## src/hdl/rkfrd_pkg.sv

```systemverilog
// Package for the remote key frame repeat decoder.
// Holds the widths, frame constants, register indexes and event codes.
// No dependencies.
`timescale 1ns / 1ps
`default_nettype none

package rkfrd_pkg;

    localparam int FRAME_BYTES = 6;
    localparam int KEY_W       = 8 * FRAME_BYTES;
    localparam int ADDR_W      = 16;
    localparam int CMD_W       = 32;
    localparam int TIME_W      = 16;
    localparam int CNT_W       = 3;
    localparam int CFG_IDX_W   = 2;

    localparam logic [7:0]        START_BYTE     = 8'h58;
    localparam logic [7:0]        FILLER_CODE    = 8'd66;
    localparam logic [ADDR_W-1:0] FILLER_ADDRESS = 16'h0000;
    localparam logic [CMD_W-1:0]  FILLER_COMMAND = 32'h0000_4000;
    localparam logic [TIME_W-1:0] TIME_MAX       = 16'hFFFF;

    localparam logic [TIME_W-1:0] REPEAT_DELAY_RST = 16'd350;
    localparam logic [TIME_W-1:0] REPEAT_LIMIT_RST = 16'd150;
    localparam logic [TIME_W-1:0] BYTE_TIMEOUT_RST = 16'd20;

    localparam logic [CNT_W-1:0] LAST_COUNT = CNT_W'(FRAME_BYTES);

    // Register indexes of the configuration port.
    localparam logic [CFG_IDX_W-1:0] REG_DEVICE_CODE  = 2'd0;
    localparam logic [CFG_IDX_W-1:0] REG_REPEAT_DELAY = 2'd1;
    localparam logic [CFG_IDX_W-1:0] REG_REPEAT_LIMIT = 2'd2;
    localparam logic [CFG_IDX_W-1:0] REG_BYTE_TIMEOUT = 2'd3;

    // Event kinds carried in s_tuser.
    localparam logic OP_BYTE = 1'b0;
    localparam logic OP_TICK = 1'b1;

endpackage

`default_nettype wire

```

## src/hdl/remote_key_frame_repeat_decoder.sv

```systemverilog
// Top level of the remote key frame repeat decoder.
// Depends on rkfrd_pkg for constants and register indexes.
`timescale 1ns / 1ps
`default_nettype none

// The block takes one event per transfer on the s_ side: a received byte or a
// millisecond tick (s_tuser selects which). Key frames are 'X' followed by a
// 16-bit address and a 32-bit command, big-endian. New keys, delayed repeats
// and releases of repeating keys come out on the m_ side, at most one per event.
// An event is taken into an input register and decoded from there into the
// result register, so the sustained rate is one event per clock while no result
// waits on m_tready. A waiting result stalls decoding, and the input register
// then holds one more event. The user must write configuration registers through
// cfg_* only while no event is pending; the block itself does not enforce this.
module remote_key_frame_repeat_decoder
    import rkfrd_pkg::*;
(
    input  wire logic                 clk,
    input  wire logic                 rst_n,
    input  wire logic                 s_tvalid,
    output logic                      s_tready,
    input  wire logic [7:0]           s_tdata,   // [7:0] rx_byte
    input  wire logic                 s_tuser,   // [0] op
    output logic                      m_tvalid,
    input  wire logic                 m_tready,
    output logic [KEY_W-1:0]          m_tdata,   // [15:0] key_address, [47:16] key_command
    output logic [1:0]                m_tuser,   // [0] is_repeat, [1] is_release
    input  wire logic                 cfg_valid,
    output logic                      cfg_ready,
    input  wire logic [CFG_IDX_W-1:0] cfg_index,
    input  wire logic [TIME_W-1:0]    cfg_data
);

    // Configuration.
    logic [7:0]        device_code_reg;
    logic [TIME_W-1:0] repeat_delay_reg;
    logic [TIME_W-1:0] repeat_limit_reg;
    logic [TIME_W-1:0] byte_timeout_reg;

    // Input register.
    logic       in_valid_reg;
    logic       in_op_reg;
    logic [7:0] in_byte_reg;

    // Decoder state.
    logic              in_frame_reg,       in_frame_next;
    logic [CNT_W-1:0]  count_reg,          count_next;
    logic [KEY_W-1:0]  shift_reg,          shift_next;
    logic [KEY_W-1:0]  last_key_reg,       last_key_next;
    logic              last_valid_reg,     last_valid_next;
    logic              repeating_reg,      repeating_next;
    logic [TIME_W-1:0] press_reg,          press_next;
    logic [TIME_W-1:0] idle_reg,           idle_next;

    // Result register.
    logic              out_valid_reg,      out_valid_next;
    logic [KEY_W-1:0]  out_key_reg,        out_key_next;
    logic              out_rep_reg,        out_rep_next;
    logic              out_rel_reg,        out_rel_next;

    logic              advance;
    logic              emit;
    logic [TIME_W-1:0] press_inc;
    logic [TIME_W-1:0] idle_inc;
    logic [CNT_W-1:0]  count_inc;
    logic [KEY_W-1:0]  shift_in;
    logic              filler;

    assign advance   = in_valid_reg && (!out_valid_reg || m_tready);
    assign s_tready  = !in_valid_reg || advance;
    assign cfg_ready = 1'b1;

    assign press_inc = (press_reg == TIME_MAX) ? press_reg : press_reg + 1'b1;
    assign idle_inc  = (idle_reg == TIME_MAX) ? idle_reg : idle_reg + 1'b1;
    assign count_inc = count_reg + 1'b1;
    assign shift_in  = {shift_reg[KEY_W-9:0], in_byte_reg};
    assign filler    = (device_code_reg == FILLER_CODE)
                    && (shift_in[KEY_W-1 -: ADDR_W] == FILLER_ADDRESS)
                    && (shift_in[CMD_W-1:0] == FILLER_COMMAND);

    always_comb
    begin
        in_frame_next   = in_frame_reg;
        count_next      = count_reg;
        shift_next      = shift_reg;
        last_key_next   = last_key_reg;
        last_valid_next = last_valid_reg;
        repeating_next  = repeating_reg;
        press_next      = press_reg;
        idle_next       = idle_reg;
        emit            = 1'b0;
        out_key_next    = out_key_reg;
        out_rep_next    = out_rep_reg;
        out_rel_next    = out_rel_reg;

        if (in_op_reg == OP_TICK)
        begin
            press_next = press_inc;
            idle_next  = idle_inc;
            if (in_frame_reg)
            begin
                // A stalled frame is dropped; the last key survives.
                if (idle_inc >= byte_timeout_reg)
                begin
                    in_frame_next = 1'b0;
                    count_next    = '0;
                    idle_next     = '0;
                end
            end
            else if (idle_inc >= repeat_limit_reg)
            begin
                emit            = repeating_reg;
                out_key_next    = last_key_reg;
                out_rep_next    = 1'b0;
                out_rel_next    = 1'b1;
                repeating_next  = 1'b0;
                last_valid_next = 1'b0;
                idle_next       = '0;
            end
        end
        else if (in_frame_reg)
        begin
            shift_next = shift_in;
            count_next = count_inc;
            idle_next  = '0;
            if (count_inc >= LAST_COUNT)
            begin
                in_frame_next = 1'b0;
                count_next    = '0;
                if (!filler)
                begin
                    if (!last_valid_reg || shift_in != last_key_reg)
                    begin
                        last_key_next   = shift_in;
                        last_valid_next = 1'b1;
                        repeating_next  = 1'b0;
                        press_next      = '0;
                        emit            = 1'b1;
                        out_key_next    = shift_in;
                        out_rep_next    = 1'b0;
                        out_rel_next    = 1'b0;
                    end
                    else if (press_reg >= repeat_delay_reg)
                    begin
                        repeating_next = 1'b1;
                        emit           = 1'b1;
                        out_key_next   = shift_in;
                        out_rep_next   = 1'b1;
                        out_rel_next   = 1'b0;
                    end
                end
            end
        end
        else if (in_byte_reg == START_BYTE)
        begin
            in_frame_next = 1'b1;
            count_next    = '0;
            shift_next    = '0;
            idle_next     = '0;
        end
        else
        begin
            emit            = repeating_reg;
            out_key_next    = last_key_reg;
            out_rep_next    = 1'b0;
            out_rel_next    = 1'b1;
            repeating_next  = 1'b0;
            last_valid_next = 1'b0;
            idle_next       = '0;
        end
    end

    always_comb
    begin
        if (advance)
            out_valid_next = emit;
        else
            out_valid_next = out_valid_reg && !m_tready;
    end

    always_ff @(posedge clk or negedge rst_n)
    begin
        if (!rst_n)
        begin
            device_code_reg  <= '0;
            repeat_delay_reg <= REPEAT_DELAY_RST;
            repeat_limit_reg <= REPEAT_LIMIT_RST;
            byte_timeout_reg <= BYTE_TIMEOUT_RST;
        end
        else if (cfg_valid && cfg_ready)
        begin
            case (cfg_index)
                REG_DEVICE_CODE:  device_code_reg  <= cfg_data[7:0];
                REG_REPEAT_DELAY: repeat_delay_reg <= cfg_data;
                REG_REPEAT_LIMIT: repeat_limit_reg <= cfg_data;
                REG_BYTE_TIMEOUT: byte_timeout_reg <= cfg_data;
                default: ;
            endcase
        end
    end

    always_ff @(posedge clk or negedge rst_n)
    begin
        if (!rst_n)
        begin
            in_valid_reg   <= 1'b0;
            in_frame_reg   <= 1'b0;
            count_reg      <= '0;
            shift_reg      <= '0;
            last_key_reg   <= '0;
            last_valid_reg <= 1'b0;
            repeating_reg  <= 1'b0;
            press_reg      <= '0;
            idle_reg       <= '0;
            out_valid_reg  <= 1'b0;
        end
        else
        begin
            if (s_tready)
                in_valid_reg <= s_tvalid;
            if (advance)
            begin
                in_frame_reg   <= in_frame_next;
                count_reg      <= count_next;
                shift_reg      <= shift_next;
                last_key_reg   <= last_key_next;
                last_valid_reg <= last_valid_next;
                repeating_reg  <= repeating_next;
                press_reg      <= press_next;
                idle_reg       <= idle_next;
            end
            out_valid_reg <= out_valid_next;
        end
    end

    always_ff @(posedge clk)
    begin
        if (s_tvalid && s_tready)
        begin
            in_op_reg   <= s_tuser;
            in_byte_reg <= s_tdata;
        end
        if (advance && emit)
        begin
            out_key_reg <= out_key_next;
            out_rep_reg <= out_rep_next;
            out_rel_reg <= out_rel_next;
        end
    end

    assign m_tvalid = out_valid_reg;
    assign m_tdata  = {out_key_reg[CMD_W-1:0], out_key_reg[KEY_W-1 -: ADDR_W]};
    assign m_tuser  = {out_rel_reg, out_rep_reg};

endmodule

`default_nettype wire

```

## config.mk

```make
export PLATFORM = sky130hd
export DESIGN_NAME = remote_key_frame_repeat_decoder
export DESIGN_NICKNAME = d
export VERILOG_FILES = /design/src/hdl/rkfrd_pkg.sv /design/src/hdl/remote_key_frame_repeat_decoder.sv
export SDC_FILE = /design/constraint.sdc
export NUM_CORES = 1
export LEC_CHECK = 0
export ABC_AREA = 1
export BUFFER_PORTS_ARGS = -buffer_cell sky130_fd_sc_hd__buf_2
export CAP_MARGIN = 10
export CORE_ASPECT_RATIO = 0.7
export CORE_MARGIN = 2
export CORE_UTILIZATION = 50
export CTS_CLUSTER_SIZE = 8
export DETAILED_ROUTE_END_ITERATION = 6
export GPL_TIMING_DRIVEN = 0
export PLACE_DENSITY_LB_ADDON = 0.05
export SYNTH_ARGS = -nofsm -noshare
export SYNTH_HDL_FRONTEND = slang
export SYNTH_SLANG_ARGS = --single-unit
```

## constraint.sdc

```tcl
create_clock -name clk -period 3.95 [get_ports clk]
set_input_delay 0.1975 -clock clk [delete_from_list [all_inputs] [get_ports clk]]
set_output_delay 0.1975 -clock clk [all_outputs]
set_load 0.005 [all_outputs]
```

==> results of run 1 <==
-- repair_timing --
action,4_1_cts,5_1_grt
pin swaps,1,8
cloned,0,5
hold buffers,11,0
endpoints found under the hold margin,68,0
buffers inserted,1,5
gates resized for setup,3,20
setup endpoints to repair,60,66
-- area by class of cell --
| class | instances | area share (%) |
|---|---|---|
| buffer | 54 | 1.67 |
| antenna | 1 | 0.0170 |
| tap | 325 | 2.76 |
| multi-input combinational | 1011 | 34.8 |
| inverter | 212 | 5.41 |
| clock buffer | 61 | 6.90 |
| clock inverter | 1 | 0.0510 |
| timing repair buffer | 107 | 4.96 |
| sequential | 243 | 43.4 |
-- cells in the mapped netlist (2+ instances only) --
library cell	number	area share (%)
nor2_1	85	2.6
buf_4	3	0.18
nand2_1	467	14
inv_2	20	0.60
buf_2	14	0.56
o21ai_1	19	0.76
clkinv_1	5	0.15
ha_1	52	5.2
o21ai_0	126	5.1
nor2_4	2	0.18
edfxtp_1	59	14
nand3b_1	2	0.12
nand3_2	2	0.16
nor4_1	2	0.10
dfstp_2	12	2.5
o22ai_1	40	2.0
a21oi_1	29	1.2
buf_6	2	0.18
nor3_2	2	0.16
nor3_1	13	0.52
nand4_1	21	1.1
nor2_2	3	0.15
dfrtp_1	172	34
inv_1	187	5.6
clkbuf_1	34	1.0
or2_2	2	0.10
o21a_1	2	0.12
nand2_2	3	0.15
xor2_1	18	1.3
nand3_1	97	3.9
xnor2_1	16	1.1
-- where the power goes --
part	internal, mW	switching, mW	total [mW]	leakage [nW]
combinational	0.852	1.60	2.45	3.97
clock	1.73	1.09	2.82	0.484
sequential	3.30	0.519	3.82	2.73
-- stage by stage --
stage,area [µm²],power [mW],cells,util [%],TNS [ns]
4_1_cts,14500,9.01,2004,59.1,0
3_3_place_gp,13300,6.09,1928,54.2,-160.01
3_5_place_dp,13400,6.14,1930,54.4,-13.30
2_1_floorplan,12500,5.28,1520,-,0
5_1_grt,14700,9.65,2014,59.9,0
6_report,14700,9.09,2015,60.0,0
-- layer usage --
metal | up-vias | routed length, µm | GRT usage [%]
li1 | 5206 | - | -
met3 | 39 | 2740 | 5.19
met5 | - | 0 | 0
met1 | 5198 | 18700 | 46.8
met2 | 373 | 14000 | 36.4
met4 | 0 | 426 | 5.47
-- worst max-delay path, cell delays in order (launching register included) --
cell,delay [ns]
dfrtp_1,0.36
ha_2,0.21
inv_1,0.08
nor3_4,0.27
nand3_4,0.14
nor2_4,0.15
nand4_1,0.12
buf_4,0.18
nand2_1,0.08
xor2_1,0.17
inv_2,0.08
ha_4,0.27
nand2_2,0.07
nor3b_4,0.27
nand2_1,0.13
nand3_2,0.10
nand4_1,0.20
nand2_4,0.30
clkbuf_16,0.21
-- cells in the final DEF (no fill, tap or decap), types with 8 or more instances in the layout --
master / n
a21oi_1: 29
buf_2: 96
buf_4: 8
clkbuf_1: 58
clkbuf_16: 39
dfrtp_1: 172
dfstp_2: 12
dlygate4sd3_1: 11
edfxtp_1: 59
ha_1: 50
inv_1: 186
inv_2: 21
nand2_1: 463
nand3_1: 95
nand4_1: 21
nor2_1: 84
nor3_1: 12
o21ai_0: 125
o21ai_1: 20
o22ai_1: 40
xnor2_1: 16
xor2_1: 18
-- final timing paths --
| kind | to | slack, ns | startpoint | cells after the start |
|---|---|---|---|---|
| max | out_key_reg[18] | 0.27 | idle_reg[1] | 18 |
| min | byte_timeout_reg[15] | 0.02 | cfg_data[15] | 3 |
| max reg2reg | out_key_reg[18] | 0.27 | idle_reg[1] | 18 |
| min reg2reg | last_key_reg[21] | 0.47 | last_key_reg[21] | 2 |
| max in group asynchronous | shift_reg[7] | 2.72 | rst_n | 3 |
| min in group asynchronous | byte_timeout_reg[3] | 0.24 | rst_n | 2 |
-- logic make-up (layout without fill, tap and decap cells) --
logic type / count (synthesis) / in the layout
flops: 243 / 243
buf+inv: 266 / 435
simple gates: 704 / 704
other cells: 1 / 2
compound gates: 220 / 220
fa+ha+maj: 52 / 52
xor+xnor: 34 / 34
==> out/results.ini, run 1 <==
[outcome]
status = finished, final reports clean

[detailed_routing]
drt_iter0_markers = 1133
avgRoutedWirePerCell_um = 17.8
drc = 0
drt_wl_total_mm = 35.9
viasPerCell = 5.37
ant_nets = 0
drt_pass1_iterations = 5
vias = 10800

[final_layout]
layout-drive-gt1-share_pct = 12.7
multi_input_area_um2 = 5130
nNetsFinal = 1749
syn_to_final_growth_pct = 18.0
register_area_um2 = 6390
fill_cells = 2216

[die]
die_area_um2 = 26300
core.rowCount = 48
dieWidth_um = 193
fp.dieH_um = 136
ioPinCount = 85
core_area_um2 = 24600
initial_core_util_pct = 50.8

[grt]
grt_pass1_wl_mm = 55.6
grt_pass1_vias = 9975
grt.overflow.total = 0
grt_start_max_net_pins = 115
grt_usage_pct = 27.9
antenna_found_initial = 0

[clock_network]
cts_buffers = 36
clkTransAtPathRegs_ns = 0.05
cts_tree = done
clock_latency_ns = 0.50
cts-root-buf = clkbuf_16
cts_max_level = 2
clock-sinks = 243
cts_buffer_depth = 3

[timing]
drv_slew = 0
rsz0062_at_grt = false
period_share_pct = 93.3
worst_pin_slew_ns = 0.848
fin_ws_ns = 0.265
finalHoldViolCount = 0
fin_skew_ns = 0.0143
setup_viol = 0
fmax_ghz = 0.271
timing.hold.ws_ns = 0.0239
layout_min_cycle_time_ns = 3.68
relSlewSlack_pct = 43.0

[min_path]
hold_class = primary input to register

[logic_synthesis]
synthArstFlopShare_pct = 75.7
syn_area_um2 = 12500
synth_top_family_by_area = simple AND/OR/NAND/NOR gates
synthMuxAreaShare_pct = 0
synth_edf_count = 59
yosysSeqAreaShare_pct = 51.2
ys_ff_latch = 243
synthSimpleGateAreaFrac_pct = 23.4
ys.flop_type = dfrtp_1
yosys_warnings = 0
synth_xor_area_share_pct = 2.39
synthCells = 1520
synth-compound-area-share_pct = 9.41
ys_types = 40
syn_avg_cell_area_um2 = 8.21
synth_adder_area_share_pct = 5.21
syn-num-nets = 1604

[worst_setup_path]
arrival_ns = 3.90
end_kind = register
critPathLaunchType = register
cp_max_fo = 7
path_class = register to register
cp.required_ns = 4.17

[placed_design]
dp_hpwl_mm = 25.5
place_ws_ns = -0.295
portBuffers = 83
finalWeightedCongestion = 0.909

[pwr]
leakagePower_nw = 7.19
ir_worst_vdd_mv = 0.278
power.density_nw_per_um2 = 617

[flow_run]
cap_violations = 0

No activity file was read; power rests on OpenSTA's default activity.
==> run 2, diff against run 1 <==
clock period = 3.6 ns   (was 3.95 ns; I/O delays follow)
==> out/results.ini, run 2 (synthesized netlist as in run 1, its figures left out) <==
[outcome]
status = finished, final reports clean

[clock_network]
cts_buffer_depth = 3  ; unchanged
clock_latency_ns = 0.52  ; +0.02 ns
clkTransAtPathRegs_ns = 0.05  ; about the same
cts_max_level = 2  ; unchanged
cts_buffers = 36  ; unchanged
cts-root-buf = clkbuf_16
clock-sinks = 243  ; unchanged
cts_tree = done

[grt]
grt_start_max_net_pins = 112  ; -2.6%
antenna_found_initial = 0  ; unchanged
grt_pass1_vias = 9962  ; -0.13%
grt.overflow.total = 0  ; unchanged
grt_usage_pct = 28.2  ; +0.35 points
grt_pass1_wl_mm = 55.8  ; +0.31%

[timing]
fin_skew_ns = 0.0133  ; -0.00101 ns
setup_viol = 0  ; unchanged
period_share_pct = 98.2  ; +4.9 points
drv_slew = 0  ; unchanged
fmax_ghz = 0.283  ; +4.2%
relSlewSlack_pct = 5.20  ; -38 points
worst_pin_slew_ns = 1.42  ; +0.571 ns
finalHoldViolCount = 0  ; unchanged
timing.hold.ws_ns = 0.0706  ; +0.0467 ns
layout_min_cycle_time_ns = 3.54  ; -0.149 ns

[final_layout]
layout-drive-gt1-share_pct = 14.3  ; +1.7 points
register_area_um2 = 6390  ; about the same
syn_to_final_growth_pct = 20.1
multi_input_area_um2 = 5330  ; +4.0%
n_antenna_cell = 0  ; -1
nNetsFinal = 1766  ; +0.97%
final_common_cell = nand2_1
stdcell_count = 2033  ; +0.89%
fill_cells = 2219  ; +0.14%
layout_common_cells = nand2_1 (457), inv_1 (183), dfrtp_1 (171)

[flow_run]
cap_violations = 0  ; unchanged

[worst_setup_path]
critPathLaunchType = register
critPathMaxStageDelay_ns = 0.40  ; +0.04 ns
path_cells = ha_4 > inv_2 > nor3_4 > nand3_4 > nor2_4 > nand4_1 > buf_4 > nand2_2 > xor2_1 > inv_2 > ha_4 > nand2_4 > nor3b_4 > nand2_1 > nand3_2 > nand4_1 > buf_12 > nand2_4
cp_max_fo = 6  ; -1
arrival_ns = 3.72  ; -0.18 ns
cp_slowest_cell = dfrtp_1
r2r_start = idle_reg[1]
critPathLaunch = idle_reg[1]
reg2reg_to = out_key_reg[28]
path_class = register to register
rrSetupSlack_ns = 0.06  ; -0.20 ns
crit_path_end = out_key_reg[28]
end_kind = register
reg2regPathDepth = 18  ; unchanged
cp.required_ns = 3.79  ; -0.38 ns

[die]
core.rowCount = 48  ; unchanged
initial_core_util_pct = 50.8  ; unchanged
dieWidth_um = 193  ; unchanged
ioPinCount = 85  ; unchanged
core_area_um2 = 24600  ; unchanged
die_area_um2 = 26300  ; unchanged
fp.dieH_um = 136  ; unchanged

[detailed_routing]
drt_pass1_iterations = 6  ; +1
drc = 0  ; unchanged
drt_iter0_markers = 1148  ; +1.3%
drt_wl_total_mm = 37.0  ; +3.2%
vias = 11000  ; +1.7%
avgRoutedWirePerCell_um = 18.2  ; +2.3%
viasPerCell = 5.41  ; +0.81%
ant_nets = 0  ; unchanged

[placed_design]
finalWeightedCongestion = 0.896  ; -1.5%
portBuffers = 83  ; unchanged
dp.cells = 1929  ; -0.052%
dp_hpwl_mm = 25.2  ; -1.0%

[min_path]
hold_class = primary input to register

[pwr]
power.density_nw_per_um2 = 673  ; +9.0%
leakagePower_nw = 7.30  ; +1.6%
ir_worst_vdd_mv = 0.387  ; +39%

[run 2: cell count changes in the layout (fill, tap and decap cells not counted), moves of 3 or more]
cell	delta
nand2_8	+5
nor2_1	-4
dlygate4sd3_1	+5
buf_4	+9
nand2_4	+4
inv_2	+3
nand2_2	+4
inv_1	-3
nor2_2	+3
nand2_1	-6
[run 2: what timing repair did]
action	4_1_cts	5_1_grt
endpoints found under the hold margin	85	0
buffers inserted	3	13
setup endpoints to repair	69	70
hold buffers	16	0
pin swaps	4	13
gates cloned	3	5
resized for setup	19	34
[run 2: final cells by class]
class	instances	share of cell area (%)
buffer	54	1.64
clock buffer	63	6.83
clock inverter	1	0.0501
inverter	212	5.34
multi-input combinational	1018	35.6
sequential	243	42.6
tap	325	2.71
timing repair buffer	117	5.22
[run 2: worst min-delay path by stage]
stage	cells after the start	startpoint	end
6_report	4	m_tready	m_tvalid
5_1_grt	3	cfg_data[11]	byte_timeout_reg[11]
4_1_cts	3	cfg_data[9]	repeat_limit_reg[9]
3_5_place_dp	1	rst_n	byte_timeout_reg[1]
3_3_place_gp	1	s_tdata[3]	in_byte_reg[3]
2_1_floorplan	0	rst_n	byte_timeout_reg[0]
[run 2: critical path, delay by kind of cell, from the launching register on]
kind | cells | cell delay (ns)
flip-flops | 1 | 0.40
XOR/XNOR | 1 | 0.16
buffers and inverters | 4 | 0.59
adder cells (fa/ha/maj) | 2 | 0.44
AND/OR/NAND/NOR | 11 | 1.59
[run 2: power by group]
group | leakage (nW) | switching, mW | total [mW] | internal [mW]
clock | 0.487 | 1.21 | 3.12 | 1.91
combinational | 4.09 | 1.82 | 2.79 | 0.972
sequential | 2.73 | 0.562 | 4.18 | 3.62
[run 2: routing by layer]
metal	track usage, %	vias up	share of wire, %
li1	-	5244	-
met1	46.4	5266	49
met2	37.3	449	40
met3	6.50	42	9.6
met4	4.96	0	1.2
met5	0	-	0
[run 2: stage by stage]
step | power, mW | setup TNS [ns] | utilization [%] | instance area [µm²] | setup slack (ns)
finish | 10.1 | 0 | 61.0 | 15000 | 0.0646
global route | 10.7 | -2.80 | 61.0 | 15000 | -0.0700
CTS | 9.95 | 0 | 59.8 | 14700 | 0.0313
global placement | 6.68 | -211.54 | 54.2 | 13300 | -1.04
floorplan | 5.79 | 0 | - | 12500 | 0.110
detailed placement | 6.73 | -58.57 | 54.3 | 13300 | -1.06
